<file path="src/hw/rtl/ira_mem.sv">
`default_nettype none
// Simple dual-port memory: one write port, one registered read port.
module ira_mem #(
  parameter int unsigned Width = 32,
  parameter int unsigned Depth = 64,
  parameter int unsigned AddrW = 6
) (
  input  wire logic             clk,
  input  wire logic             we,
  input  wire logic [AddrW-1:0] waddr,
  input  wire logic [Width-1:0] wdata,
  input  wire logic [AddrW-1:0] raddr,
  output logic      [Width-1:0] rdata
);
  logic [Width-1:0] mem [Depth];

  always_ff @(posedge clk) begin
    if (we) begin
      mem[waddr] <= wdata;
    end
    rdata <= mem[raddr];
  end
endmodule
`default_nettype wire

</file>
<file path="config.mk">
export PLATFORM = sky130hd
export DESIGN_NAME = ira_mem
export DESIGN_NICKNAME = d
export VERILOG_FILES = /design/src/hw/rtl/ira_mem.sv
export SDC_FILE = /design/constraint.sdc
export NUM_CORES = 2
export LEC_CHECK = 0
export ABC_AREA = 1
export BUFFER_PORTS_ARGS = -buffer_cell sky130_fd_sc_hd__clkbuf_2
export CAP_MARGIN = 20
export CORE_AREA = 2 2 366 368
export CTS_CLUSTER_SIZE = 25
export DETAILED_ROUTE_END_ITERATION = 16
export DIE_AREA = 0 0 368 370
export PLACE_DENSITY_LB_ADDON = 0.12
export SETUP_SLACK_MARGIN = 0.4
export SLEW_MARGIN = 10
export SYNTH_ARGS = -nofsm -noshare
export SYNTH_HDL_FRONTEND = slang
export SYNTH_SLANG_ARGS = --single-unit
</file>
<file path="constraint.sdc">
create_clock -name clk -period 6.54 [get_ports clk]
set_input_delay 0.654 -clock clk [delete_from_list [all_inputs] [get_ports clk]]
set_output_delay 0.654 -clock clk [all_outputs]
set_load 0.05 [all_outputs]
</file>
==> results.py <==
metrics = {
    "outcome": {
        "status": "complete, no violations",
    },
    "cells_and_area": {
        "multi_input_area_mm2": 0.01877,
        "regArea_mm2": 0.06214,
        "nNetsFinal": 6793,
        "fin_area_mm2": 0.09134,
        "nFillCells": 9185,
        "final_util_pct": 68.96,
        "final_cell_mix": "nand2_1 (2,248), edfxtp_1 (2,048), nand3_1 (1,907)",
        "layout_commonest_cell": "nand2_1",
        "stdcell_count": 8682,
        "drive_above_1_share_pct": 8.074,
        "area_growth_pct": 10.40,
    },
    "detailed_routing": {
        "highest_layer": "met5",
        "wl_met1_um": 86630,
        "drc": 0,
        "first_pass_iters": 6,
        "post_drt_via_cell_ratio": 6.262,
        "wl_met3_um": 26480,
        "wl_um": 230800,
        "drtAntennaViolNets": 0,
        "drtIter0Drc": 7698,
        "vias": 54370,
        "route.detailed.wl_per_inst_um": 26.58,
        "wl_met2_um": 107500,
    },
    "timing": {
        "fin_crit_sh_pct": 47.01,
        "rsz0062_at_grt": "false",
        "timing.setup.tns_ns": 0,
        "fmax_ghz": 0.3252,
        "hold_slack_ns": 0.4388,
        "maxSlewHeadroom_pct": 21.28,
        "period_needed_ns": 3.075,
        "setup_viol": 0,
        "slew_violations": 0,
        "skew_ns": 0.02238,
        "worst_slack_ns": 3.465,
        "tightest_slew_ns": 1.181,
        "hold_viol_final": 0,
    },
    "power": {
        "intPower_mw": 21.56,
        "pwr-share-seq_pct": 53.2,
        "comb_power_share_pct": 6.4,
        "powerDensity_mw_per_mm2": 304.7,
        "clkPwrFrac_pct": 40.4,
        "p_sw_share_pct": 22.51,
        "ir_drop_mv": 0.2890,
        "p_sw_mw": 6.263,
        "finalPower_mw": 27.83,
        "leakage_nw": 32.14,
    },
    "synthesis": {
        "ys_types": 16,
        "seq_area_frac_synth_pct": 75.10,
        "yosys.area.top_type": "edfxtp_1",
        "synth.cell_area_mm2": 0.08274,
        "synthMuxAreaShare_pct": 0,
        "synthCells": 6769,
        "synth-simple-area-share_pct": 22.12,
        "ys_ff_latch": 2080,
        "synth_top_family_by_area": "simple AND/OR/NAND/NOR gates",
        "synthTopCellsByArea": "edfxtp_1 (74%), nand3_1 (12%), nand2_1 (10%)",
        "synthXorXnorAreaFrac_pct": 0,
        "synthAdderAreaFrac_pct": 0,
        "synth_fp_nets": 6815,
        "avgSynthCellArea_um2": 12.22,
        "synth_compound_area_share_pct": 0,
        "synth_warnings": 0,
        "synth.top_cell.area_share_pct": 74.33,
    },
    "worst_setup_path": {
        "required_ns": 7.31,
        "start_kind": "primary input",
        "end_kind": "register",
        "worstSetupPathType": "in2reg",
        "critPathArrivalTime_ns": 3.84,
        "critPathMaxFanout": 152,
        "r2r_slack_ns": 4.74,
    },
    "die": {
        "core_area_mm2": 0.1325,
        "rows": 134,
        "start_util_pct": 62.47,
        "io_pins": 78,
        "die_width_um": 368,
        "die_h_um": 370,
        "dieArea_mm2": 0.1362,
    },
    "clock_network": {
        "clk_path_buf_depth": 3,
        "cts_setup_buffers": 0,
        "ctsResizeCount": 0,
        "cts_tree": "yes",
        "cts_htree_levels": 4,
        "cts_num_sinks": 2080,
        "root_buffer": "clkbuf_16",
        "cts.clk_slew.worst_paths_ns": 0.06,
        "insertion_delay_ns": 0.84,
        "cts_hold_buf": 0,
        "cts_buffers": 201,
    },
    "global_route": {
        "grt_util_all_layers_pct": 33.97,
        "grt_pass1_wl_um": 337200,
        "antenna_found_initial": 9,
        "gr-total-overflow": 0,
        "grt_pass1_vias": 51890,
        "grt_max_degree": 202,
    },
    "place": {
        "dpl_cell_area_mm2": 0.08498,
        "pre_cts_ws_ns": 2.606,
        "post-dp-hpwl_um": 110700,
        "place_congestion": 0.8797,
        "dpl.cell_count": 8312,
        "portBuffers": 77,
    },
    "min_path": {
        "hold_class": "in2reg",
    },
    "job": {
        "maxCapViolations": 0,
    },
}
[power groups by stage]
stage	combinational [mW]	sequential, mW	clock [mW]
after floorplan	0.907	15.2	0
after global placement	1.72	15.1	0
after detailed placement	1.74	15.1	0
after CTS	1.75	14.8	11.3
after global routing	1.90	14.8	11.8
final	1.78	14.8	11.2
[path summary, 6_finish.rpt]
check | endpoint | cells past startpoint | startpoint
setup / recovery | rdata[20] | 12 | raddr[0]
hold / removal | rdata[18] | 4 | raddr[5]
setup reg to reg | rdata[11] | 8 | mem[39][11]
hold reg to reg | rdata[23] | 8 | mem[14][23]
[cells in the mapped netlist, drive strengths merged]
cell type  instances
nand2           2248
edfxtp          2048
nand3           1907
buf              372
clkbuf            77
nor2              56
dfxtp             32
inv               12
nand4              9
nor4               8
[logic make-up (layout without fill, tap and decap cells)]
family	Yosys count	after routing
other cells	0	3
buf+inv	461	603
flops	2080	2080
simple gates	4228	4228
[sequential cells by signal, indices dropped and copies added, names as in the netlist]
signal,flops
mem,2048
rdata,32
[routing by layer]
metal / vias to the layer above / global-route usage, %
met1: 26580 / 46.79
met4: 8 / 14.86
met2: 3227 / 53.05
met5: - / 0
met3: 485 / 7.200
li1: 24060 / -
[area by class of cell]
class	count	share of cell area, %
timing repair buffer	224	1.947
multi-input combinational	4228	20.55
inverter	12	0.08904
clock inverter	85	0.7712
tap	1768	2.422
sequential	2080	68.03
clock buffer	282	6.182
antenna	3	0.008219
[critical path, stage by stage]
cell     delay (ns)
buf_8          0.22
inv_16         0.43
buf_4          0.70
buf_4          0.38
nand2_1        0.08
nand3_1        0.09
nand3_1        0.09
nand3_1        0.12
nand3_1        0.27
nand2_1        0.35
nand2_1        0.25
nand2_1        0.14
No activity file was read; power rests on OpenSTA's default activity.
